==> config.mk <==
export PLATFORM = sky130hd
export DESIGN_NAME = sound_channel_allocator_core_flat
export DESIGN_NICKNAME = d
export VERILOG_FILES = /design/src/rtl/core/sca_pkg.sv /design/src/rtl/core/sca_if.sv /design/src/rtl/core/sound_channel_allocator_core.sv /design/src/rtl/core/sca_pick.sv /design/src/flat_wrapper.sv
export SDC_FILE = /design/constraint.sdc
export NUM_CORES = 1
export LEC_CHECK = 0
export BUFFER_PORTS_ARGS = -buffer_cell sky130_fd_sc_hd__buf_2
export CORE_ASPECT_RATIO = 0.6
export CORE_MARGIN = 8
export CORE_UTILIZATION = 62
export DETAILED_ROUTE_END_ITERATION = 8
export HOLD_SLACK_MARGIN = 0.05
export PLACE_DENSITY = 0.88
export SYNTH_ARGS = -nofsm -noshare
export SYNTH_HDL_FRONTEND = slang
export SYNTH_SLANG_ARGS = --single-unit
export TNS_END_PERCENT = 1
==> constraint.sdc <==
create_clock -name clk -period 3.8 [get_ports clk]
set_input_delay 0 -clock clk [delete_from_list [all_inputs] [get_ports clk]]
set_output_delay 0 -clock clk [all_outputs]
set_load 0.02 [all_outputs]
==> src/rtl/core/sca_pkg.sv <==
// Shared constants, codes and types for the sound channel allocator.
package sca_pkg;

    localparam int CHANNELS = 8;
    localparam int SOUNDS   = 32;

    localparam int CH_W   = 3;
    localparam int SND_W  = 5;
    localparam int MODE_W = 3;
    localparam int MASK_W = 8;

    localparam logic [MODE_W-1:0] MODE_GRAB       = 3'd0;
    localparam logic [MODE_W-1:0] MODE_LOOKUP_SND = 3'd1;
    localparam logic [MODE_W-1:0] MODE_LOOKUP_CH  = 3'd2;
    localparam logic [MODE_W-1:0] MODE_CLEAR_SND  = 3'd3;
    localparam logic [MODE_W-1:0] MODE_CLEAR_CH   = 3'd4;
    localparam logic [MODE_W-1:0] MODE_RESET      = 3'd5;

    localparam logic [CHANNELS-1:0] ALL_CHANNELS = {CHANNELS{1'b1}};

    typedef enum logic [2:0] {
        ST_IDLE,
        ST_START,
        ST_READ,
        ST_SCAN_CH,
        ST_SCAN_SND,
        ST_COMMIT
    } state_t;

endpackage

==> src/rtl/core/sca_if.sv <==
// Request and response channel interfaces of the sound channel allocator.
interface sca_req_if;
    logic                       valid;
    logic                       ready;
    logic [sca_pkg::MODE_W-1:0] mode;
    logic [sca_pkg::SND_W-1:0]  sound_num;
    logic [sca_pkg::CH_W-1:0]   channel;
    logic [sca_pkg::MASK_W-1:0] playing_mask;

    modport source (output valid, mode, sound_num, channel, playing_mask, input ready);
    modport sink   (input valid, mode, sound_num, channel, playing_mask, output ready);
endinterface

interface sca_rsp_if;
    logic                       valid;
    logic                       ready;
    logic                       found;
    logic [sca_pkg::CH_W-1:0]   channel_out;
    logic [sca_pkg::SND_W-1:0]  sound_out;
    logic [sca_pkg::MASK_W-1:0] free_mask_out;

    modport source (output valid, found, channel_out, sound_out, free_mask_out, input ready);
    modport sink   (input valid, found, channel_out, sound_out, free_mask_out, output ready);
endinterface

==> src/rtl/core/sound_channel_allocator_core.sv <==
// Sound channel allocator: sound-to-channel and channel-to-sound maps under a small sequencer.
// The path from an accepted request beat to its response beat is set by the lookup: a
// direct map hit, a fallback search of the channel map channel by channel, or a fallback
// search of the sound map sound by sound through the map's single registered read port.
// Requests are taken one at a time; the next request is accepted no earlier than the
// cycle in which the response beat of the previous one leaves.
module sound_channel_allocator_core (
    input  logic      clk,
    input  logic      rst_n,
    sca_req_if.sink   req,
    sca_rsp_if.source rsp
);

    sca_pkg::state_t state_reg, state_next;

    logic [sca_pkg::MODE_W-1:0]   mode_reg, mode_next;
    logic [sca_pkg::SND_W-1:0]    snd_reg, snd_next;
    logic [sca_pkg::CH_W-1:0]     ch_reg, ch_next;
    logic [sca_pkg::CHANNELS-1:0] play_reg, play_next;
    logic                         hit_reg, hit_next;
    logic [sca_pkg::CH_W-1:0]     c_reg, c_next;
    logic [sca_pkg::SND_W-1:0]    s_reg, s_next;
    logic [sca_pkg::SND_W-1:0]    idx_reg, idx_next;
    logic                         pend_reg, pend_next;
    logic [sca_pkg::SND_W-1:0]    pend_idx_reg, pend_idx_next;

    logic [sca_pkg::SOUNDS-1:0]   s2c_vld_reg, s2c_vld_next;
    logic [sca_pkg::CHANNELS-1:0] c2s_vld_reg, c2s_vld_next;
    logic [sca_pkg::SND_W-1:0]    c2s_snd_reg [sca_pkg::CHANNELS];
    logic [sca_pkg::SND_W-1:0]    c2s_snd_next [sca_pkg::CHANNELS];
    logic [sca_pkg::CHANNELS-1:0] free_reg, free_next;
    logic [sca_pkg::CH_W-1:0]     last_reg, last_next;

    logic                         out_vld_reg, out_vld_next;
    logic                         found_reg, found_next;
    logic [sca_pkg::CH_W-1:0]     ch_out_reg, ch_out_next;
    logic [sca_pkg::SND_W-1:0]    snd_out_reg, snd_out_next;

    logic [sca_pkg::CH_W-1:0]     s2c_mem [sca_pkg::SOUNDS];
    logic [sca_pkg::CH_W-1:0]     mem_q_reg;
    logic [sca_pkg::SND_W-1:0]    rd_addr;
    logic                         mem_we;

    logic [sca_pkg::CH_W-1:0]     pick;
    logic [sca_pkg::CH_W-1:0]     grab_ch;
    logic [sca_pkg::CHANNELS-1:0] grab_bit;
    logic [sca_pkg::CHANNELS-1:0] c_bit;
    logic [sca_pkg::CHANNELS-1:0] ch_bit;
    logic [sca_pkg::CH_W-1:0]     scan_ch;
    logic                         snd_ok;
    logic                         ch_ok;
    logic                         in_ready;

    sca_pick u_pick (
        .free_mask (free_reg),
        .playing   (play_reg),
        .last      (last_reg),
        .pick      (pick)
    );

    assign snd_ok   = int'(snd_reg) < sca_pkg::SOUNDS;
    assign ch_ok    = int'(ch_reg) < sca_pkg::CHANNELS;
    assign scan_ch  = idx_reg[sca_pkg::CH_W-1:0];
    assign grab_ch  = hit_reg ? c_reg : pick;
    assign in_ready = (state_reg == sca_pkg::ST_IDLE) && (!out_vld_reg || rsp.ready);
    assign rd_addr  = (state_reg == sca_pkg::ST_SCAN_SND) ? idx_reg : snd_reg;

    always_comb
    begin
        grab_bit = '0;
        grab_bit[grab_ch] = 1'b1;
        c_bit = '0;
        c_bit[c_reg] = 1'b1;
        ch_bit = '0;
        ch_bit[ch_reg] = 1'b1;
    end

    assign req.ready         = in_ready;
    assign rsp.valid         = out_vld_reg;
    assign rsp.found         = found_reg;
    assign rsp.channel_out   = ch_out_reg;
    assign rsp.sound_out     = snd_out_reg;
    assign rsp.free_mask_out = free_reg;

    always_comb
    begin
        state_next    = state_reg;
        mode_next     = mode_reg;
        snd_next      = snd_reg;
        ch_next       = ch_reg;
        play_next     = play_reg;
        hit_next      = hit_reg;
        c_next        = c_reg;
        s_next        = s_reg;
        idx_next      = idx_reg;
        pend_next     = pend_reg;
        pend_idx_next = pend_idx_reg;
        s2c_vld_next  = s2c_vld_reg;
        c2s_vld_next  = c2s_vld_reg;
        c2s_snd_next  = c2s_snd_reg;
        free_next     = free_reg;
        last_next     = last_reg;
        out_vld_next  = out_vld_reg;
        found_next    = found_reg;
        ch_out_next   = ch_out_reg;
        snd_out_next  = snd_out_reg;
        mem_we        = 1'b0;

        if (rsp.valid && rsp.ready)
        begin
            out_vld_next = 1'b0;
        end

        unique case (state_reg)
            sca_pkg::ST_IDLE:
            begin
                if (req.valid && in_ready)
                begin
                    mode_next  = req.mode;
                    snd_next   = req.sound_num;
                    ch_next    = req.channel;
                    play_next  = req.playing_mask[sca_pkg::CHANNELS-1:0];
                    state_next = sca_pkg::ST_START;
                end
            end
            sca_pkg::ST_START:
            begin
                hit_next   = 1'b0;
                idx_next   = '0;
                pend_next  = 1'b0;
                state_next = sca_pkg::ST_COMMIT;
                case (mode_reg) inside
                    sca_pkg::MODE_GRAB, sca_pkg::MODE_LOOKUP_SND, sca_pkg::MODE_CLEAR_SND:
                    begin
                        if (snd_ok)
                        begin
                            state_next = s2c_vld_reg[snd_reg] ? sca_pkg::ST_READ
                                                              : sca_pkg::ST_SCAN_CH;
                        end
                    end
                    sca_pkg::MODE_LOOKUP_CH, sca_pkg::MODE_CLEAR_CH:
                    begin
                        if (ch_ok)
                        begin
                            if (c2s_vld_reg[ch_reg])
                            begin
                                hit_next = 1'b1;
                                s_next   = c2s_snd_reg[ch_reg];
                            end
                            else
                            begin
                                state_next = sca_pkg::ST_SCAN_SND;
                            end
                        end
                    end
                    default:
                    begin
                        state_next = sca_pkg::ST_COMMIT;
                    end
                endcase
            end
            sca_pkg::ST_READ:
            begin
                hit_next   = 1'b1;
                c_next     = mem_q_reg;
                state_next = sca_pkg::ST_COMMIT;
            end
            sca_pkg::ST_SCAN_CH:
            begin
                if (c2s_vld_reg[scan_ch] && c2s_snd_reg[scan_ch] == snd_reg)
                begin
                    hit_next   = 1'b1;
                    c_next     = scan_ch;
                    state_next = sca_pkg::ST_COMMIT;
                end
                else if (scan_ch == sca_pkg::CH_W'(sca_pkg::CHANNELS - 1))
                begin
                    state_next = sca_pkg::ST_COMMIT;
                end
                else
                begin
                    idx_next = idx_reg + 1'b1;
                end
            end
            sca_pkg::ST_SCAN_SND:
            begin
                pend_next     = 1'b1;
                pend_idx_next = idx_reg;
                idx_next      = idx_reg + 1'b1;
                if (pend_reg && s2c_vld_reg[pend_idx_reg] && mem_q_reg == ch_reg)
                begin
                    hit_next   = 1'b1;
                    s_next     = pend_idx_reg;
                    state_next = sca_pkg::ST_COMMIT;
                end
                else if (pend_reg && pend_idx_reg == sca_pkg::SND_W'(sca_pkg::SOUNDS - 1))
                begin
                    state_next = sca_pkg::ST_COMMIT;
                end
            end
            sca_pkg::ST_COMMIT:
            begin
                found_next   = 1'b0;
                ch_out_next  = '0;
                snd_out_next = '0;
                out_vld_next = 1'b1;
                state_next   = sca_pkg::ST_IDLE;
                unique case (mode_reg)
                    sca_pkg::MODE_GRAB:
                    begin
                        if (snd_ok)
                        begin
                            if (!hit_reg)
                            begin
                                last_next = pick;
                            end
                            free_next             = free_reg & ~grab_bit;
                            s2c_vld_next[snd_reg] = 1'b1;
                            mem_we                = 1'b1;
                            c2s_vld_next[grab_ch] = 1'b1;
                            c2s_snd_next[grab_ch] = snd_reg;
                            found_next            = 1'b1;
                            ch_out_next           = grab_ch;
                        end
                    end
                    sca_pkg::MODE_LOOKUP_SND:
                    begin
                        if (snd_ok && hit_reg)
                        begin
                            found_next  = 1'b1;
                            ch_out_next = c_reg;
                        end
                    end
                    sca_pkg::MODE_LOOKUP_CH:
                    begin
                        if (ch_ok && hit_reg)
                        begin
                            found_next   = 1'b1;
                            ch_out_next  = ch_reg;
                            snd_out_next = s_reg;
                        end
                    end
                    sca_pkg::MODE_CLEAR_SND:
                    begin
                        if (snd_ok)
                        begin
                            s2c_vld_next[snd_reg] = 1'b0;
                            if (hit_reg)
                            begin
                                c2s_vld_next[c_reg] = 1'b0;
                                free_next           = free_reg | c_bit;
                                found_next          = 1'b1;
                                ch_out_next         = c_reg;
                            end
                        end
                    end
                    sca_pkg::MODE_CLEAR_CH:
                    begin
                        if (ch_ok)
                        begin
                            c2s_vld_next[ch_reg] = 1'b0;
                            if (hit_reg)
                            begin
                                s2c_vld_next[s_reg] = 1'b0;
                                found_next          = 1'b1;
                                ch_out_next         = ch_reg;
                                snd_out_next        = s_reg;
                            end
                            free_next = free_reg | ch_bit;
                        end
                    end
                    sca_pkg::MODE_RESET:
                    begin
                        s2c_vld_next = '0;
                        c2s_vld_next = '0;
                        free_next    = sca_pkg::ALL_CHANNELS;
                        last_next    = '0;
                    end
                    default:
                    begin
                        found_next = 1'b0;
                    end
                endcase
            end
            default:
            begin
                state_next = sca_pkg::ST_IDLE;
            end
        endcase
    end

    always_ff @(posedge clk or negedge rst_n)
    begin
        if (!rst_n)
        begin
            state_reg   <= sca_pkg::ST_IDLE;
            pend_reg    <= 1'b0;
            s2c_vld_reg <= '0;
            c2s_vld_reg <= '0;
            free_reg    <= sca_pkg::ALL_CHANNELS;
            last_reg    <= '0;
            out_vld_reg <= 1'b0;
        end
        else
        begin
            state_reg   <= state_next;
            pend_reg    <= pend_next;
            s2c_vld_reg <= s2c_vld_next;
            c2s_vld_reg <= c2s_vld_next;
            free_reg    <= free_next;
            last_reg    <= last_next;
            out_vld_reg <= out_vld_next;
        end
    end

    always_ff @(posedge clk)
    begin
        mode_reg     <= mode_next;
        snd_reg      <= snd_next;
        ch_reg       <= ch_next;
        play_reg     <= play_next;
        hit_reg      <= hit_next;
        c_reg        <= c_next;
        s_reg        <= s_next;
        idx_reg      <= idx_next;
        pend_idx_reg <= pend_idx_next;
        c2s_snd_reg  <= c2s_snd_next;
        found_reg    <= found_next;
        ch_out_reg   <= ch_out_next;
        snd_out_reg  <= snd_out_next;
    end

    always_ff @(posedge clk)
    begin
        if (mem_we)
        begin
            s2c_mem[snd_reg] <= grab_ch;
        end
        mem_q_reg <= s2c_mem[rd_addr];
    end

endmodule

==> src/rtl/core/sca_pick.sv <==
// Channel choice for a grab: lowest free idle channel, then lowest idle, then steal.
module sca_pick (
    input  logic [sca_pkg::CHANNELS-1:0] free_mask,
    input  logic [sca_pkg::CHANNELS-1:0] playing,
    input  logic [sca_pkg::CH_W-1:0]     last,
    output logic [sca_pkg::CH_W-1:0]     pick
);

    logic [sca_pkg::CHANNELS-1:0] idle_free;
    logic [sca_pkg::CHANNELS-1:0] idle_any;
    logic [sca_pkg::CH_W-1:0]     first_free;
    logic [sca_pkg::CH_W-1:0]     first_idle;
    logic [sca_pkg::CH_W-1:0]     steal;

    always_comb
    begin
        idle_free  = free_mask & ~playing;
        idle_any   = ~playing;
        first_free = '0;
        first_idle = '0;
        for (int i = sca_pkg::CHANNELS - 1; i >= 0; i--)
        begin
            if (idle_free[i])
            begin
                first_free = sca_pkg::CH_W'(i);
            end
            if (idle_any[i])
            begin
                first_idle = sca_pkg::CH_W'(i);
            end
        end
        if (last == sca_pkg::CH_W'(sca_pkg::CHANNELS - 1))
        begin
            steal = '0;
        end
        else
        begin
            steal = last + 1'b1;
        end
        if (|idle_free)
        begin
            pick = first_free;
        end
        else if (|idle_any)
        begin
            pick = first_idle;
        end
        else
        begin
            pick = steal;
        end
    end

endmodule
==> src/flat_wrapper.sv <==
// flat-port wrapper written by rule: the top's interface ports become plain ports
module sound_channel_allocator_core_flat 
  (clk, rst_n, req_valid, req_mode, req_sound_num, req_channel, req_playing_mask, req_ready, rsp_valid, rsp_found, rsp_channel_out, rsp_sound_out, rsp_free_mask_out, rsp_ready);
  sca_req_if req_i ();
  sca_rsp_if rsp_i ();
  input  logic clk;
  input  logic rst_n;
  input wire logic [$bits(req_i.valid)-1:0] req_valid;
  input wire logic [$bits(req_i.mode)-1:0] req_mode;
  input wire logic [$bits(req_i.sound_num)-1:0] req_sound_num;
  input wire logic [$bits(req_i.channel)-1:0] req_channel;
  input wire logic [$bits(req_i.playing_mask)-1:0] req_playing_mask;
  output wire logic [$bits(req_i.ready)-1:0] req_ready;
  output wire logic [$bits(rsp_i.valid)-1:0] rsp_valid;
  output wire logic [$bits(rsp_i.found)-1:0] rsp_found;
  output wire logic [$bits(rsp_i.channel_out)-1:0] rsp_channel_out;
  output wire logic [$bits(rsp_i.sound_out)-1:0] rsp_sound_out;
  output wire logic [$bits(rsp_i.free_mask_out)-1:0] rsp_free_mask_out;
  input wire logic [$bits(rsp_i.ready)-1:0] rsp_ready;
  assign req_i.valid = req_valid;
  assign req_i.mode = req_mode;
  assign req_i.sound_num = req_sound_num;
  assign req_i.channel = req_channel;
  assign req_i.playing_mask = req_playing_mask;
  assign req_ready = req_i.ready;
  assign rsp_valid = rsp_i.valid;
  assign rsp_found = rsp_i.found;
  assign rsp_channel_out = rsp_i.channel_out;
  assign rsp_sound_out = rsp_i.sound_out;
  assign rsp_free_mask_out = rsp_i.free_mask_out;
  assign rsp_i.ready = rsp_ready;
  sound_channel_allocator_core u_core (.clk(clk), .rst_n(rst_n), .req(req_i), .rsp(rsp_i));
endmodule
==> flow_metrics.py <==
metrics = {
    "critical_path": {
        "critical_path.startpoint_type": "flip-flop",
        "end_kind": "flip-flop",
        "critPathKind": "flip-flop to flip-flop",
        "critPathRequiredTime_ns": 4.01,
        "arrival_ns": 3.38,
        "critPathMaxFanout": 18,
        "critical_path.reg2reg.startpoint": "u_core.idx_reg[0]$_SDFFCE_PN0P_",
        "r2r_cells": 7,
        "startpoint": "u_core.idx_reg[0]$_SDFFCE_PN0P_",
    },
    "routing": {
        "drt_iter0_markers": 1759,
        "drc_errors": 0,
        "viasPerCell": 7.124,
        "vias": 9183,
        "routedWlPerCell_um": 26.28,
        "firstDrtPassIters": 6,
        "drtAntennaViolNets": 0,
        "wl_um": 33880,
    },
    "logic_synthesis": {
        "synth_top_area_cell": "edfxtp_1",
        "syn_nets": 1005,
        "ys_seq_area_frac": 0.5792,
        "synth_cell_type_count": 76,
        "synth_seq_cells": 242,
        "ys.flop_type": "edfxtp_1",
        "async_flop_share": 0.2314,
        "synth_cells": 978,
        "netlist.area_leader.share": 0.4568,
        "syn_area_per_cell_um2": 12.30,
        "synth_warnings": 0,
        "yosys-top-cells-area": "edfxtp_1 (46%), dfrtp_1 (10%), mux4_2 (4.1%)",
        "synth-edff-count": 183,
        "syn_area_um2": 12030,
    },
    "final_layout": {
        "final_common_cell": "edfxtp_1",
        "diodes": 0,
        "nFillCells": 1285,
        "multi_input_area_um2": 4726,
        "final_cell_mix": "edfxtp_1 (183), nand2_1 (89), nor2_1 (70)",
        "syn2layout_area_growth_pct": 11.65,
        "drive_above_1_share": 0.1563,
        "fin_nets": 1053,
        "stdcell_count": 1289,
        "seq_area_um2": 6967,
        "largest_reg_flops": 96,
    },
    "sta": {
        "relSlewSlack": 0.2681,
        "rsz0062_at_grt": "no",
        "maxSlewViolCount": 0,
        "whs_ns": 0.1429,
        "timing.fmax_mhz": 315.8,
        "setup_violations": 0,
        "worstMarginPinSlew_ns": 1.098,
        "hold_viol": 0,
        "worst_clock_skew_ns": 0.01475,
        "fin_crit_sh": 0.8333,
        "timing.final.ws_setup_ns": 0.6336,
        "tns_ns": 0,
        "layout_min_cycle_time_ns": 3.166,
    },
    "floorplan": {
        "num_rows": 39,
        "fp.dieW_um": 195.8,
        "start_util": 0.6321,
        "io_pins": 42,
        "die-height_um": 123.9,
        "core_um2": 19030,
        "die-area_um2": 24260,
    },
    "clock_tree": {
        "postCtsSetupBuffers": 0,
        "cts_tree": "yes",
        "numCtsBuffers": 23,
        "cts.sinks": 242,
        "clkTransAtPathRegs_ns": 0.07,
        "ctsRootBufferMaster": "clkbuf_16",
        "h-tree-depth": 1,
        "clk_latency_ns": 0.53,
        "clk_path_buf_depth": 3,
    },
    "grt": {
        "grtUsageTotal": 0.2790,
        "antenna_found_initial": 1,
        "grt_start_max_net_pins": 45,
        "grt_overflow": 0,
        "grt_pass1_vias": 8661,
        "grt_pass1_wl_um": 52300,
    },
    "place": {
        "dp_cells": 1225,
        "portBuffers": 41,
        "dpl_worst_slack_ns": 0.7630,
        "hpwl_um": 23630,
        "place.gp.congestion": 1.031,
    },
    "power_and_ir_drop": {
        "cellLeakagePower_nw": 4.884,
        "peakVddDrop_uv": 487.5,
        "total_power_w": 0.009716,
        "p_per_area_nw_per_um2": 723.5,
    },
    "hold_path": {
        "hold_path.startpoint": "req_valid",
        "hold_class": "input port to flip-flop",
        "holdPathStages": 3,
    },
    "outcome": {
        "status": "completed",
    },
    "run": {
        "drv_cap": 0,
    },
}
==> repair_timing <==
item                                    CTS  global route
endpoints found under the setup margin    0             0
gates resized for setup                   0             0
hold endpoints to repair                 68             0
hold buffers                             22             0
==> kinds of logic (layout without fill, tap and decap cells) <==
kind of cell               count (synthesis)  in the layout  share of synthesized area
buffers and inverters                     81            146                    0.02892
DFF                                      242            242                     0.5792
and+or+nand+nor                          310            310                     0.1285
AOI/OAI and AO/OA                        241            241                     0.1506
muxes                                     92             92                     0.1029
adders and majority gates                  4              4                   0.004161
xor gates and xnor gates                   8              8                   0.005825
==> critical path, stage by stage (launching register included) <==
cell and delay [ns]:
edfxtp_1 0.69, buf_4 0.37, mux2i_1 0.12, a22oi_1 0.25
o221ai_1 0.19, xnor2_1 0.17, nor4_1 0.69, o32ai_1 0.35
==> stage by stage <==
step	cell area, um2	util
2_1_floorplan	12030	-
3_3_place_gp	12450	0.6543
3_5_place_dp	12450	0.6543
4_1_cts	13430	0.7057
5_1_grt	13430	0.7057
6_report	13430	0.7057
==> synth_stat cells (14+ instances only) <==
cell         n
edfxtp_1   183
nand2_1     89
nor2_1      70
dfrtp_1     48
mux2i_1     46
clkbuf_1    35
a21oi_1     34
nand3_1     28
nor2b_1     26
o21ai_0     24
a221oi_1    22
mux4_2      22
o221ai_1    22
inv_1       20
mux2_2      20
a2bb2oi_1   18
a22oi_1     17
o22a_1      16
and2_1      15
nor3_1      14
==> power breakdown <==
part           leakage (nW)  switching [W]  internal (W)
Clock                 0.371       0.000992       0.00134
Sequential             2.43       0.000569       0.00352
Combinational          2.08        0.00206       0.00125
Total                  4.88        0.00362       0.00610
==> layout make-up <==
cell class              instances  area share
clock buffers                  37     0.05217
well taps                     246     0.02292
multi-input cells             655      0.3519
clock inverters                 5    0.004285
flip-flops and latches        242      0.5187
inverters                      21    0.006242
repair buffers                 83     0.04379
==> path summary, 6_finish.rpt <==
check,slack [ns],end
min reg2reg,0.50,u_core.rsp.free_mask_out[6]$_DFFE_PN1P_
min in group asynchronous,0.21,u_core.c2s_vld_reg[0]$_DFFE_PN0P_
max reg2reg,0.63,u_core.idx_reg[4]$_SDFFCE_PN0P_
min,0.14,u_core.play_reg[2]$_DFFE_PP_
max,0.63,u_core.idx_reg[4]$_SDFFCE_PN0P_
max in group asynchronous,2.81,u_core.last_reg[0]$_DFFE_PN0P_
==> per-layer routing <==
metal,part of all wire,up-vias,wire length (um),global-route usage
met5,0.00030,-,10,0
met4,0.019,2,639,0.04762
met3,0.17,82,5613,0.1117
met2,0.39,761,13150,0.3763
met1,0.43,4422,14470,0.4208
li1,-,3916,-,-
(Power assumes the default switching activity.)
